## config.mk

```make
export PLATFORM = sky130hd
export DESIGN_NAME = mml_note_command_parser_unit
export DESIGN_NICKNAME = d
export VERILOG_FILES = /design/src/rtl/core/mml_pkg.sv /design/src/rtl/core/mml_note_command_parser_unit.sv
export SDC_FILE = /design/constraint.sdc
export NUM_CORES = 1
export LEC_CHECK = 0
export BUFFER_PORTS_ARGS = -buffer_cell sky130_fd_sc_hd__buf_2
export CAP_MARGIN = 20
export CORE_AREA = 3 3 235 237
export CTS_CLUSTER_DIAMETER = 40
export DETAILED_ROUTE_END_ITERATION = 8
export DIE_AREA = 0 0 238 240
export GPL_TIMING_DRIVEN = 0
export PLACE_DENSITY_LB_ADDON = 0.15
export SYNTH_ARGS = -nofsm -noshare
export SYNTH_HDL_FRONTEND = slang
export SYNTH_SLANG_ARGS = --single-unit
```

## constraint.sdc

```tcl
create_clock -name clk_i -period 8.7 [get_ports clk_i]
set_clock_uncertainty 0.15 [all_clocks]
set_input_delay 0.87 -clock clk_i [delete_from_list [all_inputs] [get_ports clk_i]]
set_output_delay 0.87 -clock clk_i [all_outputs]
set_load 0.02 [all_outputs]
```

## src/rtl/core/mml_pkg.sv

```systemverilog
// ----------------------------------------------------------------------------
// mml_pkg
// Types, constants and helper functions for the music-macro note parser.
// ----------------------------------------------------------------------------
`default_nettype none

package mml_pkg;

  // Parse modes
  typedef enum logic [2:0] {
    MODE_IDLE  = 3'd0,
    MODE_OCT   = 3'd1,
    MODE_NOTE  = 3'd2,
    MODE_NUM   = 3'd3,
    MODE_LEN   = 3'd4,
    MODE_TEMPO = 3'd5,
    MODE_STYLE = 3'd6,
    MODE_SKIP  = 3'd7
  } mode_e;

  // Sequencer states
  typedef enum logic [2:0] {
    ST_IDLE = 3'd0,
    ST_DIV1 = 3'd1,
    ST_MUL  = 3'd2,
    ST_DIV2 = 3'd3,
    ST_EMIT = 3'd4,
    ST_DOT  = 3'd5
  } seq_e;

  localparam logic [3:0]  STYLE_NORMAL   = 4'd7;
  localparam logic [3:0]  STYLE_LEGATO   = 4'd8;
  localparam logic [3:0]  STYLE_STACCATO = 4'd3;

  localparam logic [7:0]  OCTAVE_RESET = 8'd4;
  localparam logic [7:0]  TEMPO_RESET  = 8'd120;
  localparam logic [15:0] LENGTH_RESET = 16'd400;

  localparam logic [24:0] MS_PER_MIN  = 25'd60000;
  localparam logic [8:0]  LEN_SCALE   = 9'd400;
  localparam logic [4:0]  DIV_STEPS   = 5'd24;   // steps minus one

  // Command and modifier characters
  localparam logic [7:0]  CH_NUL      = 8'h00;
  localparam logic [7:0]  CH_HASH     = 8'h23;
  localparam logic [7:0]  CH_DOLLAR   = 8'h24;
  localparam logic [7:0]  CH_PLUS     = 8'h2B;
  localparam logic [7:0]  CH_MINUS    = 8'h2D;
  localparam logic [7:0]  CH_DOT      = 8'h2E;
  localparam logic [7:0]  CH_ZERO     = 8'h30;
  localparam logic [7:0]  CH_NINE     = 8'h39;
  localparam logic [7:0]  CH_LT       = 8'h3C;
  localparam logic [7:0]  CH_GT       = 8'h3E;
  localparam logic [7:0]  CH_A        = 8'h41;
  localparam logic [7:0]  CH_B        = 8'h42;
  localparam logic [7:0]  CH_C        = 8'h43;
  localparam logic [7:0]  CH_D        = 8'h44;
  localparam logic [7:0]  CH_E        = 8'h45;
  localparam logic [7:0]  CH_F        = 8'h46;
  localparam logic [7:0]  CH_G        = 8'h47;
  localparam logic [7:0]  CH_L        = 8'h4C;
  localparam logic [7:0]  CH_M        = 8'h4D;
  localparam logic [7:0]  CH_N        = 8'h4E;
  localparam logic [7:0]  CH_O        = 8'h4F;
  localparam logic [7:0]  CH_P        = 8'h50;
  localparam logic [7:0]  CH_S        = 8'h53;
  localparam logic [7:0]  CH_T        = 8'h54;
  localparam logic [7:0]  CH_X        = 8'h58;
  localparam logic [7:0]  CH_LC_A     = 8'h61;
  localparam logic [7:0]  CH_LC_Z     = 8'h7A;
  localparam logic [7:0]  CASE_OFFSET = 8'd32;

  // Saturating helpers
  function automatic logic [7:0] sat8(input logic [15:0] v);
    sat8 = (v > 16'd255) ? 8'd255 : v[7:0];
  endfunction

  function automatic logic [15:0] sat16(input logic [24:0] v);
    sat16 = (v > 25'd65535) ? 16'hFFFF : v[15:0];
  endfunction

  // acc*10 + digit, saturated
  function automatic logic [15:0] accum(input logic [15:0] acc, input logic [7:0] c);
    logic [24:0] t;
    t = ({9'd0, acc} << 3) + ({9'd0, acc} << 1) + {21'd0, c[3:0]};
    accum = sat16(t);
  endfunction

  // n*100, saturated
  function automatic logic [15:0] times100(input logic [15:0] n);
    logic [24:0] t;
    t = {9'd0, n} * 25'd100;
    times100 = sat16(t);
  endfunction

  // Semitone offset of a note letter
  function automatic logic [7:0] base_of(input logic [7:0] u);
    case (u)
      CH_A:    base_of = 8'd10;
      CH_B:    base_of = 8'd12;
      CH_C:    base_of = 8'd1;
      CH_D:    base_of = 8'd3;
      CH_E:    base_of = 8'd5;
      CH_F:    base_of = 8'd6;
      CH_G:    base_of = 8'd8;
      default: base_of = 8'd0;
    endcase
  endfunction

endpackage

`default_nettype wire

```

## src/rtl/core/mml_note_command_parser_unit.sv

```systemverilog
// ----------------------------------------------------------------------------
// mml_note_command_parser_unit
// Music-macro string parser: one byte per transaction, emits finished notes.
// ----------------------------------------------------------------------------
// Sequence: a note result is registered after its closing byte passes two
//   25-step restoring divisions on one divider, a multiply step and an output
//   step; zero tempo or length skips to the output step. A dot runs one division.
// Flow: in_stall_o holds the next byte while a note or a dot is in progress and
//   while a note waits for the output; bytes are otherwise taken back to back.
// Reset: asynchronous, active low; octave 4, tempo 120, length 400, style 7.
`default_nettype none

module mml_note_command_parser_unit import mml_pkg::*; (
  input  wire logic        clk_i,
  input  wire logic        rst_ni,
  input  wire logic        in_valid_i,
  output logic             in_stall_o,
  input  wire logic [7:0]  character_i,
  output logic             out_valid_o,
  input  wire logic        out_stall_i,
  output logic [7:0]       note_number_o,
  output logic [15:0]      total_ms_o,
  output logic [15:0]      sound_ms_o,
  output logic             bad_timing_o
);

  // Parser state
  mode_e       mode_q, mode_d;
  logic [15:0] acc_q, acc_d;
  logic [7:0]  oct_q, oct_d;
  logic [7:0]  tempo_q, tempo_d;
  logic [15:0] deflen_q, deflen_d;
  logic [15:0] curlen_q, curlen_d;
  logic [7:0]  note_q, note_d;
  logic [3:0]  style_q, style_d;
  logic        run_q, run_d;

  // Snapshot for the note being timed
  logic [7:0]  snote_q;
  logic [3:0]  sstyle_q;
  logic [15:0] slen_q;
  logic        sbad_q;

  // Shared divider
  logic [15:0] rem_q;
  logic [24:0] dvd_q;
  logic [15:0] dvsr_q;
  logic [4:0]  cnt_q;
  logic [16:0] trial;
  logic        ge;
  logic [15:0] rem_step;
  logic [24:0] dvd_step;

  // Output register
  logic        ovalid_q;
  logic [7:0]  onote_q;
  logic [15:0] ototal_q, osound_q;
  logic        obad_q;

  seq_e        st_q, st_d;

  logic        accept, emit, dot, do_idle, out_free;
  logic [7:0]  c, u;
  logic        digit;
  logic [7:0]  snap_note;
  logic [15:0] snap_len;
  logic [7:0]  snap_tempo;
  logic [3:0]  snap_style;
  logic [15:0] acc_base;
  logic [15:0] total;
  logic [19:0] sound_wide;
  logic [15:0] sound;

  assign accept   = in_valid_i && !in_stall_o;
  assign out_free = !ovalid_q || !out_stall_i;
  assign c        = character_i;
  assign u        = (c >= CH_LC_A && c <= CH_LC_Z) ? (c - CASE_OFFSET) : c;
  assign digit    = (c >= CH_ZERO && c <= CH_NINE);

  // Byte decode: mode handling, then the idle command pass
  always_comb begin
    mode_d = mode_q; acc_d = acc_q; oct_d = oct_q; tempo_d = tempo_q;
    deflen_d = deflen_q; curlen_d = curlen_q; note_d = note_q;
    style_d = style_q; run_d = run_q;
    emit = 1'b0; dot = 1'b0; do_idle = 1'b0;
    acc_base = 16'd0;
    case (mode_q)
      MODE_OCT, MODE_LEN, MODE_TEMPO: begin
        if (digit) begin
          acc_d = accum(acc_q, c);
        end else begin
          if (mode_q == MODE_OCT) oct_d = sat8(acc_q);
          else if (mode_q == MODE_LEN) deflen_d = times100(acc_q);
          else tempo_d = sat8(acc_q);
          mode_d  = MODE_IDLE;
          do_idle = 1'b1;
        end
      end
      MODE_NUM: begin
        if (digit) begin
          acc_d = accum(acc_q, c);
        end else begin
          note_d   = sat8(acc_q);
          curlen_d = deflen_q;
          emit     = 1'b1;
          mode_d   = MODE_IDLE;
          do_idle  = 1'b1;
        end
      end
      MODE_NOTE: begin
        if (digit) begin
          acc_base = run_q ? acc_q : 16'd0;
          acc_d    = accum(acc_base, c);
          run_d    = 1'b1;
          curlen_d = times100(acc_d);
        end else begin
          run_d = 1'b0;
          if (c == CH_PLUS || c == CH_HASH) begin
            note_d = note_q + 8'd1;
          end else if (c == CH_MINUS) begin
            note_d = note_q - 8'd1;
          end else if (c == CH_DOT) begin
            dot = 1'b1;
          end else begin
            emit    = 1'b1;
            mode_d  = MODE_IDLE;
            do_idle = 1'b1;
          end
        end
      end
      MODE_STYLE: begin
        mode_d = MODE_IDLE;
        if (c == CH_NUL) begin
          do_idle = 1'b1;
        end else if (u == CH_N) begin
          style_d = STYLE_NORMAL;
        end else if (u == CH_L) begin
          style_d = STYLE_LEGATO;
        end else if (u == CH_S) begin
          style_d = STYLE_STACCATO;
        end
      end
      MODE_SKIP: begin
        if (c == CH_DOLLAR) begin
          mode_d = MODE_IDLE;
        end else if (c == CH_NUL) begin
          mode_d  = MODE_IDLE;
          do_idle = 1'b1;
        end
      end
      default: do_idle = 1'b1;
    endcase

    // values seen by the emitted note
    snap_note  = note_d;
    snap_len   = curlen_d;
    snap_tempo = tempo_d;
    snap_style = style_d;

    if (do_idle) begin
      if (c == CH_NUL) begin
        mode_d  = MODE_IDLE;
        style_d = STYLE_NORMAL;
        run_d   = 1'b0;
      end else begin
        case (u)
          CH_GT: oct_d = oct_d + 8'd1;
          CH_LT: oct_d = oct_d - 8'd1;
          CH_O: begin acc_d = 16'd0; mode_d = MODE_OCT; end
          CH_A, CH_B, CH_C, CH_D, CH_E, CH_F, CH_G, CH_P: begin
            if (u == CH_P) note_d = 8'd0;
            else note_d = 8'((16'(oct_d) * 16'd12) + 16'(base_of(u)));
            curlen_d = deflen_d;
            run_d    = 1'b0;
            mode_d   = MODE_NOTE;
          end
          CH_N: begin acc_d = 16'd0; mode_d = MODE_NUM; end
          CH_L: begin acc_d = 16'd0; mode_d = MODE_LEN; end
          CH_T: begin acc_d = 16'd0; mode_d = MODE_TEMPO; end
          CH_M: mode_d = MODE_STYLE;
          CH_X: mode_d = MODE_SKIP;
          default: ;
        endcase
      end
    end
  end

  // Divider step
  assign trial    = {rem_q, dvd_q[24]};
  assign ge       = trial >= {1'b0, dvsr_q};
  assign rem_step = ge ? 16'(trial - {1'b0, dvsr_q}) : trial[15:0];
  assign dvd_step = {dvd_q[23:0], ge};

  // Timing of the finished note
  assign total      = sbad_q ? 16'd0 : sat16(dvd_q);
  assign sound_wide = (20'(total) * 20'(sstyle_q)) >> 3;
  assign sound      = sat16(25'(sound_wide));

  // Sequencer next state
  always_comb begin
    st_d = st_q;
    case (st_q)
      ST_IDLE: begin
        if (accept && emit) begin
          st_d = (snap_tempo == 8'd0 || snap_len == 16'd0) ? ST_EMIT : ST_DIV1;
        end else if (accept && dot) begin
          st_d = ST_DOT;
        end
      end
      ST_DIV1: if (cnt_q == 5'd0) st_d = ST_MUL;
      ST_MUL:  st_d = ST_DIV2;
      ST_DIV2: if (cnt_q == 5'd0) st_d = ST_EMIT;
      ST_EMIT: if (out_free) st_d = ST_IDLE;
      ST_DOT:  if (cnt_q == 5'd0) st_d = ST_IDLE;
      default: st_d = ST_IDLE;
    endcase
  end

  // Sequencer outputs
  always_comb begin
    in_stall_o = (st_q != ST_IDLE);
  end

  // Control and parser registers
  always_ff @(posedge clk_i or negedge rst_ni) begin
    if (!rst_ni) begin
      st_q     <= ST_IDLE;
      mode_q   <= MODE_IDLE;
      acc_q    <= 16'd0;
      oct_q    <= OCTAVE_RESET;
      tempo_q  <= TEMPO_RESET;
      deflen_q <= LENGTH_RESET;
      curlen_q <= LENGTH_RESET;
      note_q   <= 8'd0;
      style_q  <= STYLE_NORMAL;
      run_q    <= 1'b0;
      ovalid_q <= 1'b0;
    end else begin
      st_q <= st_d;
      if (accept) begin
        mode_q   <= mode_d;
        acc_q    <= acc_d;
        oct_q    <= oct_d;
        tempo_q  <= tempo_d;
        deflen_q <= deflen_d;
        curlen_q <= curlen_d;
        note_q   <= note_d;
        style_q  <= style_d;
        run_q    <= run_d;
      end
      if (st_q == ST_DOT && cnt_q == 5'd0) curlen_q <= dvd_step[15:0];
      if (st_q == ST_EMIT && out_free) ovalid_q <= 1'b1;
      else if (!out_stall_i) ovalid_q <= 1'b0;
    end
  end

  // Datapath registers
  always_ff @(posedge clk_i) begin
    case (st_q)
      ST_IDLE: begin
        if (accept && emit) begin
          snote_q  <= snap_note;
          sstyle_q <= snap_style;
          slen_q   <= snap_len;
          sbad_q   <= (snap_tempo == 8'd0 || snap_len == 16'd0);
          rem_q    <= 16'd0;
          dvd_q    <= MS_PER_MIN;
          dvsr_q   <= {8'd0, snap_tempo};
          cnt_q    <= DIV_STEPS;
        end else if (accept && dot) begin
          rem_q  <= 16'd0;
          dvd_q  <= {8'd0, curlen_q, 1'b0};
          dvsr_q <= 16'd3;
          cnt_q  <= DIV_STEPS;
        end
      end
      ST_DIV1, ST_DIV2, ST_DOT: begin
        rem_q <= rem_step;
        dvd_q <= dvd_step;
        cnt_q <= cnt_q - 5'd1;
      end
      ST_MUL: begin
        rem_q  <= 16'd0;
        dvd_q  <= 25'(dvd_q[15:0] * LEN_SCALE);
        dvsr_q <= slen_q;
        cnt_q  <= DIV_STEPS;
      end
      ST_EMIT: begin
        if (out_free) begin
          onote_q  <= snote_q;
          ototal_q <= total;
          osound_q <= sound;
          obad_q   <= sbad_q;
        end
      end
      default: ;
    endcase
  end

  assign out_valid_o   = ovalid_q;
  assign note_number_o = onote_q;
  assign total_ms_o    = ototal_q;
  assign sound_ms_o    = osound_q;
  assign bad_timing_o  = obad_q;

endmodule

`default_nettype wire
```

Word level (Yosys, flattened, before mapping). Cells that the tools add are included. W data, S select, Z words.

Register bits after elaboration: 216. Output and inout bits: 43. Logic and storage cells: 235.

Reduce and logical (&&, ||, !) cells: 32. Eq/ne operators: 40. Mux-type cells: 111. Add/subtract/negate cells: 12. Multipliers: 5. Magnitude comparators: 12.

Operators by type and width (count): $mux W16 (28); $mux W8 (23); $eq A8 B7 Y1 const B (15); $pmux W16 S2 (3); $pmux W25 S3 (1); $mul A16 B5 Y21 const B (3); $eq A8 B6 Y1 const B (7); $mux W25 (2); $mux W3 (16); $pmux W16 S3 (1); $gt A23 B16 Y1 const B (2); $add A20 B4 Y21 (2); $gt A21 B16 Y1 const B (2); $add A19 B17 Y20 (2); $pmux W8 S2 (2); $mux W4 (7); $pmux W4 S7 (1); $gt A25 B16 Y1 const B (1); $pmux W3 S7 (1); $mul A16 B4 Y20 (1); $mux W1 (19); $eq A3 B3 Y1 const B (6); $pmux W3 S6 (1); $ge A17 B16 Y1 (1); 37 further kinds (65).

Depth between registers and ports, before layout.
Depth in word-level cells: 15. Depth in mapped cells: 33. Gate-level depth less buffers: 30.

Worst setup path before layout. OpenSTA, ideal clock, no wires.

Kind: input -> register. From: input character_i[3]. To: register st_q[0]. Data arrival time: 7742 ps. Stages: 31. Path buffers: 3. Path slack: 690 ps. Setup time: 118 ps. Cells stage by stage: clkbuf_1 xnor2_1 ha_1 fa_1 a211o_1 a211oi_2 o21a_1 o211ai_1 mux2_2 nor4_4 buf_2 nor2b_1 inv_1 ha_1 ha_1 inv_1 fa_1 inv_1 ha_1 buf_2 a211oi_1 nand2b_1 a21oi_1 o41ai_1 a21boi_0 xnor2_1 nor4_4 a21oi_1 nor4_2 a21oi_1 a21o_1.

Word-level cells in the longest chain between the ends: 13.

RTL lines: from (decl) (RTL line mml_note_command_parser_unit.sv:18) `input wire logic [7:0] character_i,`; $add A20 B4 Y21 (RTL line mml_pkg.sv:85) `t = ({9'd0, acc} << 3) + ({9'd0, acc} << 1) + {21'd0, c[3:0]};`; $gt A21 B16 Y1 (RTL line mml_pkg.sv:79) `sat16 = (v > 25'd65535) ? 16'hFFFF : v[15:0];`; $mux W16 (RTL line mml_pkg.sv:79); $mul A16 B5 Y21 (RTL line mml_pkg.sv:92) `t = {9'd0, n} * 25'd100;`; $gt A23 B16 Y1 (RTL line mml_pkg.sv:79); $mux W16 (RTL line mml_pkg.sv:79); $mux W16 (RTL line mml_note_command_parser_unit.sv:111) `if (digit) begin`; $pmux W16 S2 (*) (RTL line mml_note_command_parser_unit.sv:87) `case (mode_q)`; via snap_len[12] (RTL line mml_note_command_parser_unit.sv:66) `logic [15:0] snap_len;`; $logic_not A16 Y1 (*) (RTL line mml_note_command_parser_unit.sv:205) `st_d = (snap_tempo == 8'd0 || snap_len == 16'd0) ? ST_EMIT : ST_DIV1;`; $logic_or A1 B1 Y1 (*) (RTL line mml_note_command_parser_unit.sv:205); $mux W3 (*) (RTL line mml_note_command_parser_unit.sv:205); $mux W3 (*) (RTL line mml_note_command_parser_unit.sv:204) `if (accept && emit) begin`; $pmux W3 S6 (*) (RTL line mml_note_command_parser_unit.sv:202) `case (st_q)`; to (signal assigned) (RTL line mml_note_command_parser_unit.sv:239) `st_q <= st_d;`; to (decl) (RTL line mml_note_command_parser_unit.sv:60) `seq_e st_q, st_d;`.

The timed path passes the listed nets; every way through them passes the cells marked *. A chain may end at the register's enable or synchronous reset.

Final worst setup path.
From: register acc_q[1]. To: register curlen_q[1].

Word-level cells in the longest chain between the ends: 15.

RTL lines: from (decl) (RTL line mml_note_command_parser_unit.sv:29) `logic [15:0] acc_q, acc_d;`; from (signal assigned) (RTL line mml_note_command_parser_unit.sv:229) `acc_q <= 16'd0;`; from (signal assigned) (RTL line mml_note_command_parser_unit.sv:242) `acc_q <= acc_d;`; $mux W16 (*) (RTL line mml_note_command_parser_unit.sv:112) `acc_base = run_q ? acc_q : 16'd0;`; $add A19 B17 Y20 (*) (RTL line mml_pkg.sv:85); $add A20 B4 Y21 (*) (RTL line mml_pkg.sv:85); $gt A21 B16 Y1 (RTL line mml_pkg.sv:79); $mux W16 (*) (RTL line mml_pkg.sv:79); $mul A16 B5 Y21 (*) (RTL line mml_pkg.sv:92); $gt A23 B16 Y1 (*) (RTL line mml_pkg.sv:79); $mux W16 (*) (RTL line mml_pkg.sv:79); $mux W16 (*) (RTL line mml_note_command_parser_unit.sv:111); $pmux W16 S2 (*) (RTL line mml_note_command_parser_unit.sv:87); via snap_len[1] (RTL line mml_note_command_parser_unit.sv:66); $mux W16 (RTL line mml_note_command_parser_unit.sv:166) `case (u)`; $mux W16 (RTL line mml_note_command_parser_unit.sv:161) `if (c == CH_NUL) begin`; $mux W16 (*) (RTL line mml_note_command_parser_unit.sv:160) `if (do_idle) begin`; $mux W16 (*) (RTL line mml_note_command_parser_unit.sv:240) `if (accept) begin`; $mux W16 (*) (RTL line mml_note_command_parser_unit.sv:251) `if (st_q == ST_DOT && cnt_q == 5'd0) curlen_q <= dvd_step[15:0];`; to (signal assigned) (RTL line mml_note_command_parser_unit.sv:246) `curlen_q <= curlen_d;`; to (signal assigned) (RTL line mml_note_command_parser_unit.sv:251); to (decl) (RTL line mml_note_command_parser_unit.sv:33) `logic [15:0] curlen_q, curlen_d;`.

The timed path passes the listed nets; every way through them passes the cells marked *. The select of a mux whose other input is x is not followed.

==> metrics.md <==
| Metric | Value |
|---|---|
| Avg Vias per Cell | `5.73` |
| Worst-margin pin slew | `0.976 ns` |
| Final Net Count | `2931` |
| Mapped Area | `0.0212 mm^2` |
| Antenna violations before repair | `1` |
| Commonest non-fill, non-tap cell in the layout | `inv_1` |
| Hold Crit Class | `in -> async` |
| Die width | `238 um` |
| Final period util | `94.2%` |
| Yosys warnings | `0` |
| Highest Signal Layer | `met4` |
| Mean Syn Cell Area | `8.60 um^2` |
| Number of flops mapped to enable cells by yosys | `132` |
| Met2 wire len | `30800 um` |
| Gr ovfl total | `0` |
| Reg2reg setup slack | `0.50 ns` |
| RD Place Congestion | `0.928` |
| Drt total wl | `65600 um` |
| Period minus WS final | `8.20 ns` |
| Synthesized flop and latch total | `214` |
| Highest clock rate | `122 MHz` |
| Port buffer count | `54` |
| Yosys top cell area share | `18.7%` |
| RSZ-0062 raised after global routing | `no` |
| Starting density of the core | `39.6%` |
| Synth area leader | `edfxtp_1` |
| Reg-to-Reg End | `curlen_q[1]` |
| Final hold viol count | `0` |
| Rel. slew slack | `34.5%` |
| Crit path max fanout | `10` |
| WS Path Type | `reg -> reg` |
| Post-Route M1 WL | `28900 um` |
| Mapped Cells | `2464` |
| Leakage | `11.3 nW` |
| H-tree levels | `2` |
| Die Y | `240 um` |
| CTS clk-pin slew, worst paths | `0.05 ns` |
| TNS Setup | `0 ns` |
| Starting DRT DRC Count | `1462` |
| Register area share after synthesis | `28.5%` |
| Die area | `0.0571 mm^2` |
| Core Footprint | `0.0535 mm^2` |
| Critical Path AT | `8.50 ns` |
| Commonest cells after routing, fill and taps aside | `inv_1 (281), ha_1 (276), nand2_1 (244), o21ai_0 (190), nor2_1 (177)` |
| Global-route wire length before repair | `103000 um` |
| Detailed Place HPWL | `52000 um` |
| Slowest stage delay, CP | `0.53 ns` |
| Slowest CP cell | `fa_1` |
| # diodes | `0` |
| CP dominant cell by count | `ha_1` |
| Worst-case reg-to-reg path depth | `32` |
| Top_reg_cell synth | `edfxtp_1` |
| Count of cell types in the netlist | `89` |
| Inserted Clock Buffers | `47` |
| I/O pin count | `55` |
| Crit. End Element | `flop` |
| CTS Root Cell | `clkbuf_16` |
| Area growth from synthesis to layout | `14.1%` |
| FF-to-FF Start | `acc_q[1]` |
| Layout cells sized above 1 | `8.73%` |
| Residual DRC count | `0` |
| Max VDD drop | `0.000276 V` |
| Wire length per cell | `19.8 um` |
| Number of global-route vias before repair | `18400` |
| Pin count of the biggest net entering global routing | `60` |
| Setup crit start kind | `flop` |
| Maxcap violations | `0` |
| Area contributors post-synth | `edfxtp_1 (19%), ha_1 (16%), dfrtp_1 (8.0%)` |
| First drt pass iteration count | `5` |
| Power Dens Cells | `291 mW/mm^2` |
| Rows | `85` |
| CTS tree | `done` |
| Worst-Skew Late Latency | `0.58 ns` |
| Final non-filler cell total | `3309` |
| Ys async rst share | `38.3%` |
| Clock buffer depth | `3` |
| Clock sinks | `214` |
| Final Max Slew Viols | `0` |
| Status | `completed` |
| WL met3 | `3810 um` |
| Post-synth net total | `2820` |
| Placed Cells | `3221` |
| Critical path required time | `9.00 ns` |
| Overall Global Routing Usage | `22.6%` |
| Via count | `19000` |
| Final setup fails | `0` |
| Post-route ant nets | `0` |
-- power by group --
| part | internal (mW) | switching (mW) | leakage, nW |
|---|---|---|---|
| logic | 1.34 | 2.14 | 8.16 |
| registers | 1.45 | 0.268 | 2.31 |
| clock network | 1.22 | 0.614 | 0.796 |
| total | 4.01 | 3.02 | 11.3 |
-- synthesized netlist by cell type (all sizes together), types with 6 or more instances --
master and instances:
inv 282, ha 277, nand2 245, o21ai 204, nor2 178, a21oi 172
edfxtp 132, clkbuf 77, dfrtp 68, fa 67, nor3 56, xnor2 50
and2 45, nand3 45, xor2 40, nand2b 35, a21o 28, a31oi 26
and3 23, o21a 23, a222oi 22, o22ai 22, a211oi 21, o221ai 19
o211ai 18, nand4 17, nor2b 17, a221oi 16, buf 16, dfstp 14
mux2i 14, nor4 13, or2 13, a22o 12, or3 12, a22oi 10
a31o 10, o21bai 10, a21boi 9, o31ai 8, and4 7, a32oi 6
o311ai 6
-- cell families after synthesis --
family / count (synthesis) / synth area share, %
AOI/OAI and AO/OA: 690 / 20.9
xor gates and xnor gates: 90 / 3.72
adders and majority gates: 344 / 22.7
buffers and inverters: 377 / 6.77
DFF: 214 / 28.5
muxes: 19 / 0.926
and+or+nand+nor: 730 / 16.5
-- worst max-delay path by stage --
stage / from / to / slack [ns] / depth (start not counted)
5_1_grt: run_q / curlen_q[1] / 0.03 / 32
2_1_floorplan: character_i[3] / st_q[0] / 0.69 / 31
3_3_place_gp: character_i[3] / st_q[0] / -1.65 / 31
3_5_place_dp: character_i[3] / st_q[0] / -1.67 / 32
6_report: acc_q[1] / curlen_q[1] / 0.50 / 32
4_1_cts: character_i[1] / curlen_q[1] / 0.03 / 34
-- critical path: cells and delay by family, from the launching register on --
kind	cells	cell delay (ns)
flops	1	0.49
buf+inv	6	0.84
simple gates	8	1.52
compound gates	9	2.15
fa+ha+maj	7	2.36
mux	2	0.57
-- registers in the layout, summed over array words and instances (netlist names), 3 cells and up --
register	count
deflen_q	16
dvd_q	25
acc_q	16
slen_q	16
total_ms_o	16
rem_q	16
snote_q	8
oct_q	6
sound_ms_o	16
dvsr_q	16
sstyle_q	4
mode_q	3
style_q	4
st_q	3
curlen_q	16
note_q	8
cnt_q	5
tempo_q	8
note_number_o	8
-- repair_timing --
item	in CTS	in global routing
hold endpoints to repair	0	0
hold buffers	0	0
gates resized for setup	6	14
pin swaps	2	1
endpoints found under the setup margin	35	31
buffers inserted	3	0
-- through the flow --
stage	total power, mW	hold slack [ns]	instance area (um^2)	util, %	worst slack, ns
2_1_floorplan	4.14	0.250	21200	-	0.690
3_5_place_dp	5.16	0.257	22500	42.0	-1.67
4_1_cts	7.07	0.0545	24200	45.2	0.0268
5_1_grt	7.59	0.0755	24200	45.2	0.0289
3_3_place_gp	5.12	0.256	22300	41.8	-1.65
6_report	7.04	0.0703	24200	45.2	0.500
-- per-layer routing --
layer,global-route usage (%),vias to the layer above
met2,37.5,618
met3,3.06,135
li1,-,9095
met4,8.14,0
met1,30.2,9106
met5,0,-
-- cell type report --
| type | count | area (um^2) |
|---|---|---|
| fill | 5299 | 29300 |
| buffer | 90 | 370 |
| multi-input combinational | 1873 | 13800 |
| clock buffer | 55 | 1230 |
| inverter | 284 | 1070 |
| tap | 696 | 871 |
| timing repair buffer | 65 | 413 |
| sequential | 214 | 6040 |
| clock inverter | 32 | 408 |
Note: power is estimated with default switching activity, not from simulation.
